## src/upd_pkg.sv

```systemverilog
// ----------------------------------------------------------------------------
// upd_pkg
// Shared types, character codes and helper functions of the URL percent
// decoder.
// ----------------------------------------------------------------------------
package upd_pkg;

    // Character codes
    localparam logic [7:0] CH_PERCENT = 8'h25;
    localparam logic [7:0] CH_PLUS    = 8'h2B;
    localparam logic [7:0] CH_SPACE   = 8'h20;

    // Most results one input byte can release
    localparam int MAX_RES = 3;

    // Result queue geometry
    localparam int Q_DEPTH = 8;
    localparam int Q_AW    = $clog2(Q_DEPTH);
    localparam int Q_CW    = $clog2(Q_DEPTH + 1);

    // Fill levels up to which the input may take a byte: with and without
    // a byte still in the input stage
    localparam logic [Q_CW-1:0] RDY_LIM_BUSY = Q_CW'(Q_DEPTH - 2 * MAX_RES);
    localparam logic [Q_CW-1:0] RDY_LIM_IDLE = Q_CW'(Q_DEPTH - MAX_RES);

    // Escape sequence progress
    typedef enum logic [1:0] {
        PEND_IDLE,
        PEND_PCT,
        PEND_HEX
    } t_pend;

    // One decoded result
    typedef struct packed {
        logic [7:0] out_byte;
        logic       run_last;
        logic       string_done;
    } t_result;

    // Results released by one input byte, slot 0 first
    typedef struct packed {
        logic [1:0]                 count;
        t_result [MAX_RES-1:0]      res;
    } t_burst;

    function automatic logic is_hex(input logic [7:0] c);
        return ((c >= 8'h30) && (c <= 8'h39)) ||
               ((c >= 8'h61) && (c <= 8'h66)) ||
               ((c >= 8'h41) && (c <= 8'h46));
    endfunction

    // Digits keep their low nibble; letters of either case add nine
    function automatic logic [3:0] hex_val(input logic [7:0] c);
        return c[6] ? (c[3:0] + 4'd9) : c[3:0];
    endfunction

endpackage

```

## src/upd_if.sv

```systemverilog
// ----------------------------------------------------------------------------
// upd_if
// Valid/ready channels of the URL percent decoder: encoded input bytes,
// decoded results and the configuration write.
// ----------------------------------------------------------------------------
interface upd_in_if;
    logic       valid;
    logic       ready;
    logic [7:0] in_byte;
    logic       end_of_string;

    modport source (output valid, output in_byte, output end_of_string, input ready);
    modport sink   (input valid, input in_byte, input end_of_string, output ready);
endinterface

interface upd_out_if;
    logic       valid;
    logic       ready;
    logic [7:0] out_byte;
    logic       run_last;
    logic       string_done;

    modport source (output valid, output out_byte, output run_last,
                    output string_done, input ready);
    modport sink   (input valid, input out_byte, input run_last,
                    input string_done, output ready);
endinterface

interface upd_cfg_if;
    logic valid;
    logic ready;
    logic plus_to_space;

    modport source (output valid, output plus_to_space, input ready);
    modport sink   (input valid, input plus_to_space, output ready);
endinterface

```

## src/upd_decode.sv

```systemverilog
// ----------------------------------------------------------------------------
// upd_decode
// Input stage and escape decoder: registers one encoded byte, then turns it
// with the held escape state into zero to three results for the queue.
// ----------------------------------------------------------------------------
module upd_decode
    import upd_pkg::*;
(
    input  logic            i_clk,
    input  logic            i_rst_n,
    upd_in_if.sink          i_in,
    input  logic            i_plus_to_space,
    input  logic [Q_CW-1:0] i_q_count,
    output t_burst          o_burst
);

    logic       r_valid;
    logic [7:0] r_byte;
    logic       r_last;
    t_pend      r_pend;
    t_pend      n_pend;
    logic [7:0] r_held;
    logic [7:0] n_held;

    logic       in_accept;
    logic       hold_pct;
    logic [7:0] fresh_byte;
    logic [1:0] res_n;
    logic [7:0] res_byte [MAX_RES];

    // Take a byte only when the queue can absorb a worst-case burst
    assign i_in.ready = r_valid ? (i_q_count <= RDY_LIM_BUSY)
                                : (i_q_count <= RDY_LIM_IDLE);
    assign in_accept  = i_in.valid && i_in.ready;

    // Input stage: drains every cycle
    always_ff @(posedge i_clk) begin
        if (!i_rst_n) begin
            r_valid <= 1'b0;
        end else begin
            r_valid <= in_accept;
        end
        if (in_accept) begin
            r_byte <= i_in.in_byte;
            r_last <= i_in.end_of_string;
        end
    end

    // Fresh decode of the staged byte
    assign hold_pct   = (r_byte == CH_PERCENT) && !r_last;
    assign fresh_byte = ((r_byte == CH_PLUS) && i_plus_to_space) ? CH_SPACE : r_byte;

    // Escape decoder
    always_comb begin
        n_pend      = r_pend;
        n_held      = r_held;
        res_n       = 2'd0;
        res_byte[0] = fresh_byte;
        res_byte[1] = fresh_byte;
        res_byte[2] = fresh_byte;
        case (r_pend)
            PEND_PCT: begin
                if (is_hex(r_byte) && !r_last) begin
                    n_held = r_byte;
                    n_pend = PEND_HEX;
                end else begin
                    res_byte[0] = CH_PERCENT;
                    n_pend      = hold_pct ? PEND_PCT : PEND_IDLE;
                    res_n       = hold_pct ? 2'd1 : 2'd2;
                end
            end
            PEND_HEX: begin
                if (is_hex(r_byte)) begin
                    res_byte[0] = {hex_val(r_held), hex_val(r_byte)};
                    res_n       = 2'd1;
                    n_pend      = PEND_IDLE;
                end else begin
                    res_byte[0] = CH_PERCENT;
                    res_byte[1] = r_held;
                    n_pend      = hold_pct ? PEND_PCT : PEND_IDLE;
                    res_n       = hold_pct ? 2'd2 : 2'd3;
                end
            end
            default: begin
                n_pend = hold_pct ? PEND_PCT : PEND_IDLE;
                res_n  = hold_pct ? 2'd0 : 2'd1;
            end
        endcase
    end

    // Pack the burst and flag its final result
    always_comb begin
        o_burst.count = r_valid ? res_n : 2'd0;
        for (int k = 0; k < MAX_RES; k++) begin
            o_burst.res[k].out_byte    = res_byte[k];
            o_burst.res[k].run_last    = (2'(k + 1) == res_n);
            o_burst.res[k].string_done = (2'(k + 1) == res_n) && r_last;
        end
    end

    // Escape state advances only on a staged byte
    always_ff @(posedge i_clk) begin
        if (!i_rst_n) begin
            r_pend <= PEND_IDLE;
            r_held <= 8'd0;
        end else if (r_valid) begin
            r_pend <= n_pend;
            r_held <= n_held;
        end
    end

    // The end of a string always leaves nothing held
    a_last_clears: assert property (@(posedge i_clk) disable iff (!i_rst_n)
        (r_valid && r_last) |=> (r_pend == PEND_IDLE))
        else $error("escape state survives end of string");

    // A final byte always releases at least one result
    a_last_emits: assert property (@(posedge i_clk) disable iff (!i_rst_n)
        (r_valid && r_last) |-> (o_burst.count != 2'd0))
        else $error("final byte released no result");

    // No burst without a staged byte
    a_burst_staged: assert property (@(posedge i_clk) disable iff (!i_rst_n)
        (o_burst.count != 2'd0) |-> r_valid)
        else $error("burst without staged byte");

endmodule

```

## src/upd_out_queue.sv

```systemverilog
// ----------------------------------------------------------------------------
// upd_out_queue
// Result queue: takes a burst of up to three results per cycle and delivers
// them one per transaction on the output channel.
// ----------------------------------------------------------------------------
module upd_out_queue
    import upd_pkg::*;
(
    input  logic            i_clk,
    input  logic            i_rst_n,
    input  t_burst          i_burst,
    upd_out_if.source       o_out,
    output logic [Q_CW-1:0] o_count
);

    t_result         r_mem [Q_DEPTH];
    logic [Q_AW-1:0] r_wptr;
    logic [Q_AW-1:0] r_rptr;
    logic [Q_CW-1:0] r_count;
    logic [Q_CW-1:0] n_count;
    logic            pop;

    // Present the head entry
    assign o_out.valid       = (r_count != '0);
    assign o_out.out_byte    = r_mem[r_rptr].out_byte;
    assign o_out.run_last    = r_mem[r_rptr].run_last;
    assign o_out.string_done = r_mem[r_rptr].string_done;
    assign pop               = o_out.valid && o_out.ready;
    assign o_count           = r_count;

    assign n_count = r_count + Q_CW'(i_burst.count) - Q_CW'(pop);

    // Write the burst in order behind the tail
    always_ff @(posedge i_clk) begin
        for (int k = 0; k < MAX_RES; k++) begin
            if (2'(k) < i_burst.count) begin
                r_mem[r_wptr + Q_AW'(k)] <= i_burst.res[k];
            end
        end
    end

    // Advance pointers and fill level
    always_ff @(posedge i_clk) begin
        if (!i_rst_n) begin
            r_wptr  <= '0;
            r_rptr  <= '0;
            r_count <= '0;
        end else begin
            r_wptr  <= r_wptr + Q_AW'(i_burst.count);
            r_rptr  <= r_rptr + Q_AW'(pop);
            r_count <= n_count;
        end
    end

    // An incoming burst always fits
    a_no_overflow: assert property (@(posedge i_clk) disable iff (!i_rst_n)
        (32'(r_count) + 32'(i_burst.count)) <= Q_DEPTH)
        else $error("result queue overflow");

    // Fill level tracks the pointer distance
    a_count_ptrs: assert property (@(posedge i_clk) disable iff (!i_rst_n)
        (r_count != Q_CW'(Q_DEPTH)) |-> (Q_AW'(r_wptr - r_rptr) == r_count[Q_AW-1:0]))
        else $error("queue count and pointers disagree");

    // Last entry taken with nothing arriving empties the queue
    a_drain: assert property (@(posedge i_clk) disable iff (!i_rst_n)
        (pop && (r_count == Q_CW'(1)) && (i_burst.count == 2'd0)) |=> !o_out.valid)
        else $error("queue not empty after final pop");

endmodule

```

## src/url_percent_decoder_top.sv

```systemverilog
// ----------------------------------------------------------------------------
// url_percent_decoder_top
// Streaming URL percent decoder with form or raw handling of the plus sign.
// ----------------------------------------------------------------------------
// The decoder takes one encoded byte per cycle and delivers decoded bytes on
// the output channel. A percent sign and a first hex digit release nothing; a
// complete escape releases one byte, and a broken escape releases the percent
// sign, any held digit and the fresh decode of the current byte, up to three
// results, which an eight-entry queue delivers one per cycle while the output
// is ready. The input stays ready while the queue can take a worst-case burst
// behind the byte in flight, so with one result per byte the rate is one byte
// per cycle; bursts and output backpressure lower it. The plus_to_space
// register (reset 1) is written through the always-ready configuration
// channel; the user must write it only while idle; the block does not check.
// ----------------------------------------------------------------------------
module url_percent_decoder_top
    import upd_pkg::*;
(
    input  logic       i_clk,
    input  logic       i_rst_n,
    upd_cfg_if.sink    i_cfg,
    upd_in_if.sink     i_in,
    upd_out_if.source  o_out
);

    logic            r_plus_to_space;
    t_burst          burst;
    logic [Q_CW-1:0] q_count;

    // Configuration register
    assign i_cfg.ready = 1'b1;

    always_ff @(posedge i_clk) begin
        if (!i_rst_n) begin
            r_plus_to_space <= 1'b1;
        end else if (i_cfg.valid) begin
            r_plus_to_space <= i_cfg.plus_to_space;
        end
    end

    upd_decode u_decode (
        .i_clk          (i_clk),
        .i_rst_n        (i_rst_n),
        .i_in           (i_in),
        .i_plus_to_space(r_plus_to_space),
        .i_q_count      (q_count),
        .o_burst        (burst)
    );

    upd_out_queue u_queue (
        .i_clk   (i_clk),
        .i_rst_n (i_rst_n),
        .i_burst (burst),
        .o_out   (o_out),
        .o_count (q_count)
    );

endmodule

```

## src/flat_wrapper.sv

```systemverilog
// flat-port wrapper written by rule: the top's interface ports become plain ports
module url_percent_decoder_top_flat import upd_pkg::*;
  (i_clk, i_rst_n, i_cfg_valid, i_cfg_plus_to_space, i_cfg_ready, i_in_valid, i_in_in_byte, i_in_end_of_string, i_in_ready, o_out_valid, o_out_out_byte, o_out_run_last, o_out_string_done, o_out_ready);
  upd_cfg_if i_cfg_i ();
  upd_in_if i_in_i ();
  upd_out_if o_out_i ();
  input  logic i_clk;
  input  logic i_rst_n;
  input wire logic [$bits(i_cfg_i.valid)-1:0] i_cfg_valid;
  input wire logic [$bits(i_cfg_i.plus_to_space)-1:0] i_cfg_plus_to_space;
  output wire logic [$bits(i_cfg_i.ready)-1:0] i_cfg_ready;
  input wire logic [$bits(i_in_i.valid)-1:0] i_in_valid;
  input wire logic [$bits(i_in_i.in_byte)-1:0] i_in_in_byte;
  input wire logic [$bits(i_in_i.end_of_string)-1:0] i_in_end_of_string;
  output wire logic [$bits(i_in_i.ready)-1:0] i_in_ready;
  output wire logic [$bits(o_out_i.valid)-1:0] o_out_valid;
  output wire logic [$bits(o_out_i.out_byte)-1:0] o_out_out_byte;
  output wire logic [$bits(o_out_i.run_last)-1:0] o_out_run_last;
  output wire logic [$bits(o_out_i.string_done)-1:0] o_out_string_done;
  input wire logic [$bits(o_out_i.ready)-1:0] o_out_ready;
  assign i_cfg_i.valid = i_cfg_valid;
  assign i_cfg_i.plus_to_space = i_cfg_plus_to_space;
  assign i_cfg_ready = i_cfg_i.ready;
  assign i_in_i.valid = i_in_valid;
  assign i_in_i.in_byte = i_in_in_byte;
  assign i_in_i.end_of_string = i_in_end_of_string;
  assign i_in_ready = i_in_i.ready;
  assign o_out_valid = o_out_i.valid;
  assign o_out_out_byte = o_out_i.out_byte;
  assign o_out_run_last = o_out_i.run_last;
  assign o_out_string_done = o_out_i.string_done;
  assign o_out_i.ready = o_out_ready;
  url_percent_decoder_top u_core (.i_clk(i_clk), .i_rst_n(i_rst_n), .i_cfg(i_cfg_i), .i_in(i_in_i), .o_out(o_out_i));
endmodule
```

## config.mk

```make
export PLATFORM = sky130hd
export DESIGN_NAME = url_percent_decoder_top_flat
export DESIGN_NICKNAME = d
export VERILOG_FILES = /design/src/upd_pkg.sv /design/src/upd_if.sv /design/src/upd_decode.sv /design/src/upd_out_queue.sv /design/src/url_percent_decoder_top.sv /design/src/flat_wrapper.sv
export SDC_FILE = /design/constraint.sdc
export NUM_CORES = 1
export LEC_CHECK = 0
export BUFFER_PORTS_ARGS = -buffer_cell sky130_fd_sc_hd__buf_2
export CAP_MARGIN = 20
export CORE_ASPECT_RATIO = 0.6
export CORE_MARGIN = 2
export CORE_UTILIZATION = 55
export DETAILED_ROUTE_END_ITERATION = 6
export GPL_TIMING_DRIVEN = 0
export PLACE_DENSITY = 0.83
export SYNTH_ARGS = -nofsm -noshare
export SYNTH_HDL_FRONTEND = slang
export SYNTH_SLANG_ARGS = --single-unit
```

## constraint.sdc

```tcl
create_clock -name i_clk -period 3.5 [get_ports i_clk]
set_input_delay 0.175 -clock i_clk [delete_from_list [all_inputs] [get_ports i_clk]]
set_output_delay 0.175 -clock i_clk [all_outputs]
set_load 0.005 [all_outputs]
```

Yosys cells after proc, flatten, opt, wreduce, memory -nomap -nowiden
Memories as Yosys holds them, arrays and structs flattened. A register that Yosys moved wholly into a read port is not among the register bits.
Index checks and enable logic that the tools add are counted.
{ "word_totals": {"memories": 1, "register_bits": 31, "elab_cells": 79, "output_inout_bits": 13, "mem_bits_rw": 80, "input_bits": 15} }
{ "memory_table": {"columns": ["name", "depth", "word_bits", "rd", "rd_clocked_by_memory_dff", "wr", "line", "text"], "rows": [
  ["u_core.u_queue.r_mem", 8, 10, 1, 1, 3, "upd_out_queue.sv:16", "t_result r_mem [Q_DEPTH];"]
]} }
{ "classes": {"add_sub_neg": 8, "reduce_logical": 16, "n_mux": 27, "n_eq_ne": 7, "n_lt_le_gt_ge": 11} }
{ "op_table": {"columns": ["op", "n"], "rows": [
  ["$mux W8", 5],
  ["$eq A8 B6 Y1 const B", 2],
  ["$ge A8 B7 Y1 const B", 2],
  ["$le A8 B7 Y1 const B", 2],
  ["$pmux W8 S2", 1],
  ["$logic_and A1 B1 Y1", 11],
  ["$mux W1", 11],
  ["$mux W2", 5],
  ["$add A4 B4 Y4 const B", 2],
  ["$ge A8 B6 Y1 const B", 1],
  ["$le A8 B6 Y1 const B", 1],
  ["$mux W4", 2],
  ["$pmux W2 S2", 2],
  ["$add A4 B2 Y4", 1],
  ["$eq A2 B2 Y1 const A", 2],
  ["$le A4 B2 Y1 const B", 1],
  ["$le A4 B3 Y1 const B", 1],
  ["$lt A1 B2 Y1 const A", 2],
  ["$reduce_bool A4 Y1", 1],
  ["$sub A4 B1 Y4", 1],
  ["$add A3 B1 Y3", 1],
  ["$add A3 B1 Y3 const B", 1],
  ["$add A3 B2 Y3", 1],
  ["$add A3 B2 Y3 const B", 1],
  ["8 further kinds", 9]
]} }

Logic depth before layout (Yosys ltp)
{ "logic_depth": {"word_depth": 11, "depth_mapped": 14, "mapped_depth_nobuf": 14} }

Modules after synthesis
From an unflattened synthesis, not the netlist that was laid out.
{ "hier_totals": {"cells_unflattened": 829, "area_unflattened_um2": 7683.6} }
{ "by_module_without_submodules": {"columns": ["mod", "seq_area_each_um2", "cells_per_inst", "n_inst", "area_per_inst_um2"], "rows": [
  ["upd_out_queue", 2602.5, 653, 1, 6192.2],
  ["upd_decode", 490.5, 171, 1, 1446.4],
  ["url_percent_decoder_top", 20.0, 5, 1, 45.0]
]} }

Worst setup path after synthesis
Ideal clock, no wire load.
{ "synth_timing": {"kind": "register to register", "startpoint": "reg u_core.u_decode.r_byte[1]", "endpoint": "mem u_core.u_queue.r_mem[4][0] (netlist bit), enable pin", "required_ns": 3.085, "t_arrival_ns": 3.235, "synth_period_minus_slack_ns": 3.650, "n_path_buf": 0, "path_stages_with_launch": 8, "slack_ns": -0.150, "path_cell_list": "edfxtp_1 -> inv_1 -> ha_1 -> or4bb_1 -> nor2_1 -> o311a_1 -> o21ai_0 -> o311ai_0"} }
{ "synth_rtl": {"columns": ["item", "line", "text"], "rows": [
  ["start, declared", "upd_decode.sv:18", "logic [7:0] r_byte;"],
  ["start signal, assigned", "upd_decode.sv:44", "r_byte <= i_in.in_byte;"],
  ["end, declared", "upd_out_queue.sv:16", null]
]} }

==> flow_metrics.py <==
metrics = {
    "routing": {
        "initialDrtViolationCount": 694,
        "drc": 0,
        "wl_mm": 19.7,
        "via_count": 5455,
        "drtPass1Iterations": 6,
        "wl_per_cell_um": 23.4,
        "drt-vias-per-instance": 6.47,
        "ant_nets": 0,
    },
    "floorplan": {
        "die_area_mm2": 0.0139,
        "num_rows": 32,
        "die-width_um": 151,
        "die_h_um": 92.1,
        "ios": 28,
        "placeableCoreArea_mm2": 0.0127,
        "start_util_pct": 55.9,
    },
    "global_routing": {
        "grt_pass1_vias": 5301,
        "overflow": 0,
        "antenna_found_initial": 0,
        "grt_pass1_wl_mm": 30.0,
        "grtUsageTotal_pct": 29.4,
        "grt_max_degree": 21,
    },
    "place": {
        "dp.final_hpwl_mm": 14.3,
        "portBuffers": 26,
        "routabilityCongestion": 0.974,
        "dp.cells": 801,
    },
    "layout": {
        "fillers": 992,
        "finalNonFillerCells": 843,
        "drive_gt1_share_pct": 26.9,
        "fin_nets": 703,
        "diodes": 0,
        "syn_to_final_growth_pct": 13.6,
        "final_core_util_pct": 63.5,
    },
    "synthesis": {
        "yosysWarnings": 0,
        "synth_xor_area_share_pct": 1.23,
        "synth-seq-area-share_pct": 43.8,
        "synth_compound_area_share_pct": 14.6,
        "synth_top_family_by_area": "multiplexers",
        "ys_types": 73,
        "synthSimpleGateAreaFrac_pct": 9.22,
        "synthesis.area_mm2": 0.00711,
        "syn_inst": 597,
        "syn_area_per_cell_um2": 11.9,
        "synth_mux_area_share_pct": 23.3,
        "synthAdderAreaFrac_pct": 3.73,
        "synth_edf_count": 89,
        "ys.flop_type": "edfxtp_1",
        "synth_seq_cells": 111,
        "syn-num-nets": 632,
        "async_flop_share_pct": 0,
    },
    "sta": {
        "fin_crit_sh_pct": 96.8,
        "clock.fmax_mhz": 295,
        "worst_pin_slew_ps": 1010,
        "relSlewSlack_pct": 32.4,
        "rsz0062_at_grt": "false",
        "finalHoldViolations": 0,
        "clock_skew_ps": 10.4,
        "period_needed_ps": 3390,
        "slew_violations": 0,
        "setup_viol": 0,
    },
    "worst_setup_path": {
        "worst_path_dominant_cell_family": "compound AO/OA/AOI/OAI gates",
        "crit_fanout": 8,
        "arrival_ps": 3500,
        "r2r_cells": 8,
        "cp-end-kind": "register",
        "critPathKind": "reg2reg",
        "cp_cell_sequence": "inv_1 > ha_1 > or4bb_4 > o21ai_1 > a31oi_4 > o211ai_2 > o211ai_1 > buf_4",
        "crit_buf_inv": 2,
        "worstPathRequired_ps": 3620,
        "cp_slowest_cell": "or4bb_4",
        "max_stage_delay_ps": 610,
        "start_kind": "register",
        "path_depth": 8,
    },
    "flow_run": {
        "maxCapViolCount": 0,
    },
    "clock_tree": {
        "cts_tree": "done",
        "cts_sinks": 111,
        "worst_skew_pair.late_latency_ps": 360,
        "numCtsBuffers": 9,
        "cts.htree.levels": 3,
        "path_clk_slew_ps": 80,
        "clockRootBuffer": "clkbuf_16",
        "clockBufferDepth": 2,
    },
    "run_status": {
        "status": "complete, no violations",
    },
    "pwr": {
        "power_density_mw_per_mm2": 501,
        "ir_worst_vdd_uv": 279,
        "power_mw": 4.05,
        "leakage_nw": 3.19,
    },
    "hold_path": {
        "hold_class": "in2reg",
        "worst_hold_path.num_cells": 3,
    },
}
what timing repair did:
| item | in CTS | in global routing |
|---|---|---|
| resized for setup | 1 | 8 |
| setup endpoints to repair | 12 | 68 |
| pin swaps | 2 | 4 |
| hold endpoints to repair | 8 | 1 |
| setup buffers | 2 | 14 |
| hold buffers | 8 | 1 |
power by group:
group / switching (mW) / internal (mW)
sequential: 0.0629 / 1.55
clock: 0.513 / 0.503
combinational: 0.771 / 0.645
per-layer routing:
| layer | vias up | GRT usage, % | part of all wire [%] |
|---|---|---|---|
| met3 | 54 | 8.66 | 11 |
| li1 | 2435 | - | - |
| met2 | 271 | 43.3 | 44 |
| met5 | - | 0 | 0 |
| met4 | 0 | 9.19 | 2.4 |
| met1 | 2695 | 41.9 | 42 |
final cells by class:
type,instances,area [um2],area share [%]
Inverter,27,101,1.25
Buffer,38,193,2.38
Timing Repair Buffer,60,419,5.19
Clock buffer,10,229,2.83
Tap cell,170,213,2.63
Clock inverter,6,57.6,0.712
Multi-Input combinational cell,421,3760,46.5
Sequential cell,111,3110,38.5
logic make-up after synthesis:
family,after synthesis
buffers and inverters,65
adders and majority gates,20
AOI/OAI and AO/OA,130
other,1
and+or+nand+nor,128
muxes,132
xor gates and xnor gates,10
DFF,111
layout by cell type, fill, tap and decap left out, drive strengths merged, types with 22 or more instances in the layout:
master / instances
clkbuf: 31
edfxtp: 89
inv: 32
nor2: 27
buf: 68
mux2: 50
dfxtp: 22
mux2i: 62
a21oi: 30
nand2: 36
final timing paths:
check	startpoint	endpoint	slack, ps
max	u_core.u_decode.r_byte[1]	u_core.u_queue.r_mem[5][8]	110
max reg2reg	u_core.u_decode.r_byte[1]	u_core.u_queue.r_mem[5][8]	110
min	i_cfg_plus_to_space	u_core.r_plus_to_space	30
min reg2reg	u_core.u_decode.r_held[4]	u_core.u_decode.r_held[4]	470
worst min-delay path, stage by stage:
cell and delay [ps]:
buf_2 70, mux2i_1 60, nand2_1 60
registers in the layout, summed over array words and instances (netlist names):
name and flops:
u_core.u_queue.r_mem 80, u_core.u_decode.r_byte 8, u_core.u_decode.r_held 8, u_core.u_queue.o_count 4, u_core.u_queue.r_rptr 3, u_core.u_queue.r_wptr 3
u_core.u_decode.r_pend 2, u_core.r_plus_to_space 1, u_core.u_decode.r_last 1, u_core.u_decode.r_valid 1
stage by stage:
| stage | hold WS, ps | worst slack, ps | area, um2 | setup TNS [ps] |
|---|---|---|---|---|
| after global routing | 56.1 | 3.04 | 8080 | 0 |
| after CTS | 1.59 | 8.77 | 7920 | 0 |
| final | 34.1 | 111 | 8080 | 0 |
| after floorplan | 274 | 278 | 7110 | 0 |
| after detailed placement | 354 | -169 | 7530 | -1390 |
| after global placement | 352 | -728 | 7450 | -23520 |
synth_stat cells (4+ instances only):
library cell / n / area, um2
o211ai_1: 10 / 75.1
nand2_1: 36 / 135
and3_1: 4 / 25.0
o221ai_1: 4 / 35.0
or3_1: 7 / 43.8
nand2b_1: 10 / 62.6
mux2i_1: 62 / 621
clkbuf_1: 21 / 78.8
and2_1: 10 / 62.6
xnor2_1: 6 / 52.6
a211oi_1: 15 / 113
nand3_1: 8 / 40.0
mux2_4: 6 / 90.1
o21ai_0: 7 / 35.0
mux2_2: 44 / 495
xor2_1: 4 / 35.0
buf_2: 10 / 50.1
nor2_1: 27 / 101
inv_1: 27 / 101
o211ai_2: 7 / 87.6
buf_4: 4 / 30.0
nor2b_1: 5 / 31.3
nor3_1: 9 / 45.0
mux4_2: 20 / 450
dfxtp_1: 22 / 440
ha_1: 18 / 225
o21bai_1: 7 / 52.6
a21boi_0: 6 / 45.0
a21oi_1: 29 / 145
edfxtp_1: 89 / 2670
o2bb2ai_1: 5 / 43.8
(Power assumes the default switching activity.)
